--- src/hw/rtl/fqd_pkg.sv ---
// Shared types and constants of the key queue with delete.
`default_nettype none

package fqd_pkg;

    localparam int FQD_DEPTH     = 16;
    localparam int FQD_KEY_WIDTH = 32;
    localparam int KEY_PORT_W    = 32;
    localparam int LEN_W         = 5;

    typedef enum logic [1:0] {
        MODE_ENQ  = 2'd0,
        MODE_DEQ  = 2'd1,
        MODE_DEL  = 2'd2,
        MODE_NONE = 2'd3
    } t_mode;

    typedef enum logic [1:0] {
        ST_OK        = 2'd0,
        ST_NULL      = 2'd1,
        ST_FULLEMPTY = 2'd2,
        ST_NOTFOUND  = 2'd3
    } t_status;

    // Commands from the controller to the datapath.
    typedef struct packed {
        logic    capture;
        logic    match;
        logic    scan;
        logic    apply;
        logic    do_enq;
        logic    do_deq;
        logic    do_del;
        t_status status;
    } t_dp_cmd;

    // Conditions reported by the datapath to the controller.
    typedef struct packed {
        logic key_zero;
        logic full;
        logic empty;
        logic found;
    } t_dp_stat;

endpackage

`default_nettype wire

--- src/hw/rtl/fqd_ctrl.sv ---
// Controller state machine of the key queue: sequences each item and holds the result valid.
`default_nettype none

module fqd_ctrl import fqd_pkg::*; (
    input  wire logic     i_clk,
    input  wire logic     i_rst_n,
    input  wire logic     i_valid,
    output logic          o_stall,
    input  wire logic [1:0] i_mode,
    output logic          o_valid,
    input  wire logic     i_stall,
    input  wire t_dp_stat i_stat,
    output t_dp_cmd       o_cmd
);

    typedef enum logic [1:0] {
        S_IDLE,
        S_MATCH,
        S_SCAN,
        S_APPLY
    } t_state;

    t_state r_state;
    t_mode  r_mode;
    logic   r_out_valid;
    logic   w_accept;
    logic   w_slot_free;
    logic   w_load;
    t_status w_status;
    logic   w_enq, w_deq, w_del;

    assign w_accept    = (r_state == S_IDLE) && i_valid;
    assign w_slot_free = !r_out_valid || !i_stall;
    assign w_load      = (r_state == S_APPLY) && w_slot_free;

    always_comb begin
        w_status = ST_OK;
        w_enq    = 1'b0;
        w_deq    = 1'b0;
        w_del    = 1'b0;
        unique case (r_mode)
            MODE_ENQ: begin
                if (i_stat.key_zero) begin
                    w_status = ST_NULL;
                end else if (i_stat.full) begin
                    w_status = ST_FULLEMPTY;
                end else begin
                    w_enq = 1'b1;
                end
            end
            MODE_DEQ: begin
                if (i_stat.empty) begin
                    w_status = ST_FULLEMPTY;
                end else begin
                    w_deq = 1'b1;
                end
            end
            MODE_DEL: begin
                if (i_stat.key_zero) begin
                    w_status = ST_NULL;
                end else if (!i_stat.found) begin
                    w_status = ST_NOTFOUND;
                end else begin
                    w_del = 1'b1;
                end
            end
            MODE_NONE: begin
                w_status = ST_OK;
            end
        endcase
    end

    always_ff @(posedge i_clk) begin
        if (!i_rst_n) begin
            r_state     <= S_IDLE;
            r_mode      <= MODE_NONE;
            r_out_valid <= 1'b0;
        end else begin
            if (w_load) begin
                r_out_valid <= 1'b1;
            end else if (!i_stall) begin
                r_out_valid <= 1'b0;
            end
            unique case (r_state)
                S_IDLE: begin
                    if (i_valid) begin
                        r_mode  <= t_mode'(i_mode);
                        // Only a delete needs the match and scan passes.
                        r_state <= (t_mode'(i_mode) == MODE_DEL) ? S_MATCH : S_APPLY;
                    end
                end
                S_MATCH: r_state <= S_SCAN;
                S_SCAN:  r_state <= S_APPLY;
                S_APPLY: begin
                    if (w_slot_free) begin
                        r_state <= S_IDLE;
                    end
                end
            endcase
        end
    end

    assign o_stall        = (r_state != S_IDLE);
    assign o_valid        = r_out_valid;
    assign o_cmd.capture  = w_accept;
    assign o_cmd.match    = (r_state == S_MATCH);
    assign o_cmd.scan     = (r_state == S_SCAN);
    assign o_cmd.apply    = w_load;
    assign o_cmd.do_enq   = w_enq;
    assign o_cmd.do_deq   = w_deq;
    assign o_cmd.do_del   = w_del;
    assign o_cmd.status   = w_status;

endmodule

`default_nettype wire

--- src/hw/rtl/fqd_datapath.sv ---
// Datapath of the key queue: entry cells, parallel match, first-match scan and result registers.
`default_nettype none

module fqd_datapath import fqd_pkg::*; #(
    parameter int DEPTH     = FQD_DEPTH,
    parameter int KEY_WIDTH = FQD_KEY_WIDTH
) (
    input  wire logic                  i_clk,
    input  wire logic                  i_rst_n,
    input  wire logic [KEY_PORT_W-1:0] i_key,
    input  wire t_dp_cmd               i_cmd,
    output t_dp_stat                   o_stat,
    output logic [1:0]                 o_status,
    output logic [KEY_PORT_W-1:0]      o_key_out,
    output logic [LEN_W-1:0]           o_length
);

    localparam int CW    = $clog2(DEPTH + 1);
    localparam int KW_IN = (KEY_WIDTH < KEY_PORT_W) ? KEY_WIDTH : KEY_PORT_W;
    localparam int LVL   = $clog2(DEPTH);

    logic [KEY_WIDTH-1:0]  r_cell [DEPTH];
    logic [KEY_WIDTH-1:0]  r_key;
    logic [CW-1:0]         r_count;
    logic [CW-1:0]         n_count;
    logic [DEPTH-1:0]      r_match;
    logic [DEPTH-1:0]      r_kill;
    logic [DEPTH-1:0]      n_kill;
    logic [DEPTH-1:0]      w_shift;
    logic [1:0]            r_status;
    logic [KEY_PORT_W-1:0] r_key_out;
    logic [LEN_W-1:0]      r_length;

    // Parallel prefix OR: every cell from the first match onward takes the key of the cell above it.
    always_comb begin
        n_kill = r_match;
        for (int s = 0; s < LVL; s++) begin
            n_kill = n_kill | (n_kill << (1 << s));
        end
    end

    always_comb begin
        n_count = r_count;
        if (i_cmd.do_enq) begin
            n_count = r_count + CW'(1);
        end else if (i_cmd.do_deq || i_cmd.do_del) begin
            n_count = r_count - CW'(1);
        end
    end

    assign w_shift = i_cmd.do_deq ? {DEPTH{1'b1}} : (i_cmd.do_del ? r_kill : '0);

    always_ff @(posedge i_clk) begin
        if (!i_rst_n) begin
            r_count <= '0;
        end else if (i_cmd.apply) begin
            r_count <= n_count;
        end
    end

    always_ff @(posedge i_clk) begin
        if (i_cmd.capture) begin
            r_key <= KEY_WIDTH'(i_key[KW_IN-1:0]);
        end
        if (i_cmd.match) begin
            for (int i = 0; i < DEPTH; i++) begin
                r_match[i] <= (r_cell[i] == r_key) && (CW'(i) < r_count);
            end
        end
        if (i_cmd.scan) begin
            r_kill <= n_kill;
        end
        if (i_cmd.apply) begin
            for (int i = 0; i < DEPTH - 1; i++) begin
                if (w_shift[i]) begin
                    r_cell[i] <= r_cell[i + 1];
                end else if (i_cmd.do_enq && (CW'(i) == r_count)) begin
                    r_cell[i] <= r_key;
                end
            end
            if (i_cmd.do_enq && (CW'(DEPTH - 1) == r_count)) begin
                r_cell[DEPTH - 1] <= r_key;
            end
            r_status  <= i_cmd.status;
            r_key_out <= i_cmd.do_deq ? KEY_PORT_W'(r_cell[0][KW_IN-1:0]) : '0;
            r_length  <= LEN_W'(n_count);
        end
    end

    assign o_stat.key_zero = (r_key == '0);
    assign o_stat.full     = (r_count >= CW'(DEPTH));
    assign o_stat.empty    = (r_count == '0);
    assign o_stat.found    = |r_match;
    assign o_status        = r_status;
    assign o_key_out       = r_key_out;
    assign o_length        = r_length;

endmodule

`default_nettype wire

--- src/hw/rtl/fifo_queue_with_delete_core.sv ---
// Top level of the key queue with enqueue, dequeue and delete of the oldest matching key.
`default_nettype none

// A first-in first-out queue of DEPTH non-zero keys. One item is worked on at a time. Enqueue,
// dequeue and the unused mode go from acceptance straight to the apply state. A delete first
// passes through a registered compare of every entry and then a registered first-match scan
// before it reaches the apply state. Only then do the entries above the match move down by one.
// In the apply state the result is loaded into the output register once the output is free to
// take it, and the next item can be taken once the controller is back in idle after the load.
// Input stall is high from acceptance until the result is loaded into the output register. That
// register holds the result while the output is stalled. Entries need no clearing after reset;
// the length is reported modulo 32.
module fifo_queue_with_delete_core import fqd_pkg::*; #(
    parameter int DEPTH     = FQD_DEPTH,
    parameter int KEY_WIDTH = FQD_KEY_WIDTH
) (
    input  wire logic                  i_clk,
    input  wire logic                  i_rst_n,
    input  wire logic                  i_valid,
    output logic                       o_stall,
    input  wire logic [1:0]            i_mode,
    input  wire logic [KEY_PORT_W-1:0] i_key,
    output logic                       o_valid,
    input  wire logic                  i_stall,
    output logic [1:0]                 o_status,
    output logic [KEY_PORT_W-1:0]      o_key_out,
    output logic [LEN_W-1:0]           o_length
);

    t_dp_cmd  w_cmd;
    t_dp_stat w_stat;

    fqd_ctrl u_ctrl (
        .i_clk   (i_clk),
        .i_rst_n (i_rst_n),
        .i_valid (i_valid),
        .o_stall (o_stall),
        .i_mode  (i_mode),
        .o_valid (o_valid),
        .i_stall (i_stall),
        .i_stat  (w_stat),
        .o_cmd   (w_cmd)
    );

    fqd_datapath #(
        .DEPTH     (DEPTH),
        .KEY_WIDTH (KEY_WIDTH)
    ) u_datapath (
        .i_clk     (i_clk),
        .i_rst_n   (i_rst_n),
        .i_key     (i_key),
        .i_cmd     (w_cmd),
        .o_stat    (w_stat),
        .o_status  (o_status),
        .o_key_out (o_key_out),
        .o_length  (o_length)
    );

`ifndef SYNTH
    // Once an item is taken, no second one may enter before its result is loaded.
    a_one_at_a_time: assert property (@(posedge i_clk) disable iff (!i_rst_n)
        (i_valid && !o_stall) |=> o_stall)
        else $error("input accepted while an item is still in progress");

    // A non-zero key only ever leaves on a successful dequeue.
    a_key_out_ok: assert property (@(posedge i_clk) disable iff (!i_rst_n)
        (o_valid && (o_key_out != '0)) |-> (o_status == ST_OK))
        else $error("key returned with an error status");

    // A result is only loaded in the cycle that ends an item's work.
    a_load_ends_item: assert property (@(posedge i_clk) disable iff (!i_rst_n)
        w_cmd.apply |=> !o_stall)
        else $error("result loaded while the controller stays busy");
`endif

endmodule

`default_nettype wire
--- config.mk ---
export PLATFORM = sky130hd
export DESIGN_NAME = fifo_queue_with_delete_core
export DESIGN_NICKNAME = d
export VERILOG_FILES = /design/src/hw/rtl/fqd_pkg.sv /design/src/hw/rtl/fqd_ctrl.sv /design/src/hw/rtl/fqd_datapath.sv /design/src/hw/rtl/fifo_queue_with_delete_core.sv
export SDC_FILE = /design/constraint.sdc
export NUM_CORES = 1
export LEC_CHECK = 0
export ABC_AREA = 1
export BUFFER_PORTS_ARGS = -buffer_cell sky130_fd_sc_hd__buf_2
export CORE_MARGIN = 3
export CORE_UTILIZATION = 30
export CTS_CLUSTER_SIZE = 12
export DETAILED_ROUTE_END_ITERATION = 10
export PLACE_DENSITY_LB_ADDON = 0.08
export SLEW_MARGIN = 20
export SYNTH_ARGS = -nofsm -noshare
export SYNTH_HDL_FRONTEND = slang
export SYNTH_SLANG_ARGS = --single-unit
--- constraint.sdc ---
create_clock -name i_clk -period 4.98 [get_ports i_clk]
set_clock_uncertainty 0.05 [all_clocks]
set_input_delay 0.747 -clock i_clk [delete_from_list [all_inputs] [get_ports i_clk]]
set_output_delay 0.747 -clock i_clk [all_outputs]
set_load 0.01 [all_outputs]
---- Word level (Yosys, flattened, before mapping) ----
Memory sizes are Yosys's and may differ from the RTL's.
Index checks and enable logic that the tools add are counted.
storage, ports and cells
  flip-flop bits (word level) ............. 112
  RAM bits ................................ 512
  input port bits ......................... 38
  output and inout port bits .............. 41
  word-level logic and storage cells ...... 287
  memories kept ........................... 1
operators by class
  $add $sub $neg .......................... 2
  magnitude comparators ................... 17
  eq/ne operators ......................... 41
  mux-type cells .......................... 150
  bitwise logic cells ..................... 19
  reductions and logical operators ........ 47
memories
  memory             words  bits a word  rd ports  clocked after Yosys merged registers in  wr ports  line                text
  u_datapath.r_cell  16     32           16        0                                        15        fqd_datapath.sv:22  logic [KEY_WIDTH-1:0] r_cell [DEPTH];
operator list
  kind                                                                          count
  32-bit == test                                                                16
  32-bit 2-to-1 mux                                                             16
  1-bit 2-to-1 mux                                                              119
  15-bit bitwise OR                                                             4
  4-bit by 5-bit == test with 1-bit output (first input constant)               8
  4-bit by 5-bit less-than comparator with 1-bit output (first input constant)  8
  1-bit logical AND                                                             34
  32-bit logical NOT                                                            1
  32-bit OR reduction                                                           1
  15-bit 2-to-1 mux                                                             2
  3-bit by 5-bit == test with 1-bit output (first input constant)               4
  3-bit by 5-bit less-than comparator with 1-bit output (first input constant)  4
  2-bit 2-to-1 mux                                                              8
  2-bit case mux with 4 select lines                                            2
  16-bit OR reduction                                                           1
  1-bit bitwise OR                                                              15
  2-bit == test (second input constant)                                         5
  2-bit by 5-bit == test with 1-bit output (first input constant)               2
  1-bit by 5-bit less-than comparator with 1-bit output (first input constant)  2
  2-bit by 5-bit less-than comparator with 1-bit output (first input constant)  2
  5-bit 2-to-1 mux                                                              2
  5-bit by 1-bit adder with 5-bit output (second input constant)                1
  1-bit by 5-bit == test with 1-bit output (first input constant)               1
  5-bit >= comparator (second input constant)                                   1
  other kinds (11)                                                              17

---- Longest topological paths before layout ----
  word-level depth ........................ 11
  depth in mapped cells ................... 16
  gate-level depth less buffers ........... 13

---- By module ----
From an unflattened synthesis, not the netlist that was laid out.
second synthesis, totals
  cell total of the unflattened synthesis .. 4,101
  area, all modules ....................... 34,989.8 um^2
by module, submodules not included
  module        instances  cells each  area each (um^2)  sequential area each (um^2)
  fqd_datapath  1          4,040       34,580.7          18,537.8
  fqd_ctrl      1          61          409.1             100.1

---- Worst setup path before layout ----
No wires, ideal clock.
  path kind ............................... input to register
  start ................................... input i_stall
  end ..................................... memory u_datapath.r_cell[15][0] (netlist bit), enable pin
  library setup time ...................... 0.501 ns
  arrival ................................. 4.352 ns
  data required time ...................... 4.429 ns
  path slack .............................. 0.076 ns
  stages on the path ...................... 4
  buffers on the path ..................... 1
  cells stage by stage .................... nand2_1 -> nand2_1 -> clkbuf_1 -> nor4_1
RTL lines
  element          line                               text
  start, declared  fifo_queue_with_delete_core.sv:24  input wire logic i_stall,
  end, declared    fqd_datapath.sv:22

==> summary.md <==
| Metric | Value |
|---|---|
| Post-CTS Setup Repair Bufs | 0 |
| Switching fraction of total power | 34.5% |
| Finished Core Util | 34.6% |
| Net Switching | 5430 uW |
| Slew Limit Fails | 0 |
| Max Fclk | 0.284 GHz |
| Final count of hold timing violations | 0 |
| #FFs+latches synth | 624 |
| Post-CTS sizing | 0 |
| Gpl congestion | 0.900 |
| Worst EP arrival | 3.74 ns |
| RSZ-0062 raised after global routing | false |
| Slowest cell on crit path | o21ai_4 |
| Clk root buf | clkbuf_16 |
| Number of port buffers | 78 |
| Synth async-reset ratio | 0% |
| Routed WL | 137 mm |
| MaxCap Viol Count | 0 |
| Critical path's largest stage delay | 0.84 ns |
| Area of the core | 0.106 sq mm |
| Number of flops mapped to enable cells by yosys | 614 |
| Number of buffers created by CTS | 76 |
| Maximum VDD drop | 0.322 mV |
| DRC | 0 |
| Syn Nets | 3,343 |
| Crit-path max FO | 32 |
| Crit start category | register |
| Vias in the first global route | 24,881 |
| Area of the mapped netlist | 0.0324 sq mm |
| H-tree depth | 3 |
| 1st-iter DRT viols | 3,194 |
| Sink Count | 624 |
| Top FF cell, synth | edfxtp_1 |
| Setup TNS | 0 ns |
| Drt first pass iters | 7 |
| Clock power frac | 35.0% |
| # IOs | 79 |
| Cells after synthesis | 3,295 |
| Worst-path clk slew | 0.06 ns |
| Gr usage total | 24.0% |
| Layout area overhead | 13.4% |
| Reg power frac | 41.2% |
| Final Cycle Share | 70.7% |
| Post-DP HPWL | 89.5 mm |
| Internal | 10,300 uW |
| Most used cell, CP | nand2_1 |
| Crit Path Class | reg2reg |
| Initial Utilization | 30.5% |
| Placement Cell Area | 0.0342 sq mm |
| Routed Antenna Nets | 0 |
| Fraction of layout cells with a size suffix above 1 | 13.3% |
| Die H | 335 um |
| GRT overflow | 0 |
| Slew headroom | 23.3% |
| Row cnt | 119 |
| Top delay family on crit path | simple AND/OR/NAND/NOR gates |
| Horiz. Die Dim | 335 um |
| Clk_lat worst skew | 0.66 ns |
| Vias post-DR | 25,440 |
| Average size of a mapped cell | 9.83 sq um |
| Pwr dens | 429 mW/mm^2 |
| P_leak | 0.0139 uW |
| Synth Warn # | 0 |
| Final worst path period need | 3.52 ns |
| Hold buffers post-CTS | 0 |
| Critical Path RT | 5.19 ns |
| Design area | 0.0367 sq mm |
| Final hold slack | 0.228 ns |
| DIE AREA | 0.112 sq mm |
| CTS Buffer Depth | 3 |
| Wire length per cell | 28.7 um |
| Largest area contributor in the netlist | edfxtp_1 |
| Hold Crit Class | in2reg |
| Post-synthesis cell type count | 45 |
| Initial antenna violation count | 6 |
| Final setup vio count | 0 |
| Sequential fraction of the synthesis area | 57.5% |
| Worst Setup End Kind | register |
| Via/cell ratio | 5.33 |
| CP cell instances | inv_1, nand2_1, nor2_1, nand2_1, nor2_1, buf_4, nand2_1, nand3_1, nand2_1, buf_4, o21ai_0, o21ai_4 |
| First-pass GRT wire length | 191 mm |
| CTS tree | done |
| Post-synth top area share | 56.9% |
| Actual slew at the worst max-slew pin | 1.15 ns |
| Fill cells | 10,832 |
| Largest cells by area after synthesis | edfxtp_1, nand2_1, o21ai_0, xnor2_1, o21ai_1 |
| WP buf/inv | 3 |
| Largest net degree at the start of global routing | 66 |
| Gate power share | 23.9% |
| Status | completed |
| Nets | 3,367 |
layout make-up:
type / count / area [sq um] / area share [%]
sequential: 624 / 18600 / 50.8
multi-input combinational: 2165 / 11700 / 31.8
clock buffer: 88 / 2030 / 5.53
tap: 1391 / 1740 / 4.74
timing repair buffer: 185 / 1250 / 3.39
inverter: 267 / 1020 / 2.77
clock inverter: 47 / 377 / 1.03
antenna: 2 / 5.00 / 0.0136
kinds of logic (layout without fill, tap and decap cells):
family          count (synthesis)  after routing  synth area share [%]
fa+ha+maj                      10             10                 0.386
buf+inv                       506            587                  6.94
compound gates                722            722                  12.6
other cells                     0              2                     0
xor+xnor                      258            258                  6.98
simple gates                 1175           1175                  15.6
flops                         624            624                  57.5
state kept, by name, indices dropped and copies added, names as in the netlist:
name,cells
u_datapath.r_count,5
u_ctrl.o_valid,1
u_datapath.r_match,16
u_datapath.o_status,2
u_datapath.r_kill,15
u_datapath.o_key_out,32
u_datapath.r_key,32
u_datapath.o_length,5
u_datapath.r_cell,512
u_ctrl.r_mode,2
u_ctrl.r_state,2
Yosys cell counts, types with 14 or more instances:
cell type	n
buf_2	52
nand4_1	44
xnor2_1	169
nand2_1	783
o21ai_1	193
a221oi_1	54
o21ai_0	346
or2_2	67
o21ai_2	17
clkbuf_1	105
o22ai_1	47
nand3_1	54
buf_1	23
nor4_1	30
nor2_1	143
edfxtp_1	614
inv_1	245
inv_2	14
xor2_1	89
buf_4	46
a21oi_1	21
worst paths after layout:
check | depth (start not counted) | slack [ns] | startpoint | end
worst min register to register | 0 | 0.42 | u_datapath.r_match[0] | u_datapath.r_kill[0]
worst max register to register | 12 | 1.46 | u_datapath.r_match[0] | u_datapath.r_cell[10][13]
worst max-delay path | 12 | 1.46 | u_datapath.r_match[0] | u_datapath.r_cell[10][13]
worst min-delay path | 1 | 0.23 | i_key[9] | u_datapath.r_key[9]
layout by cell type, fill, tap and decap left out, drive strengths merged, types with 40 or more instances in the layout:
cell / instances
xnor2: 169
o22ai: 47
or2: 67
clkinv: 40
nand4: 46
clkbuf: 88
a221oi: 54
edfxtp: 614
nand2: 795
nor2: 147
buf: 185
o21ai: 556
xor2: 89
nand3: 58
inv: 265
through the flow:
stage / instances / power [uW] / worst slack, ns
after detailed placement: 4630 / 10300 / 1.51
final: 4769 / 15700 / 1.46
after global placement: 4629 / 10300 / 1.42
after CTS: 4765 / 15800 / 1.50
after global routing: 4767 / 16200 / 1.35
after floorplan: 3295 / 8400 / 0.0764
power by group through the flow:
stage | clock network, uW | registers (uW) | logic, uW
after CTS | 5600 | 6470 | 3720
after floorplan | 0 | 6510 | 1880
after detailed placement | 0 | 6580 | 3700
after global routing | 5800 | 6500 | 3940
after global placement | 0 | 6580 | 3690
final | 5510 | 6480 | 3750
metal layers:
metal | global-route usage [%] | vias up | part of all wire [%]
met5 | 0 | - | 0
met4 | 6.84 | 0 | 2.8
met3 | 3.73 | 205 | 7.2
met2 | 36.8 | 1077 | 44
met1 | 35.1 | 12807 | 46
li1 | - | 11351 | -
No activity file was read; power rests on OpenSTA's default activity.
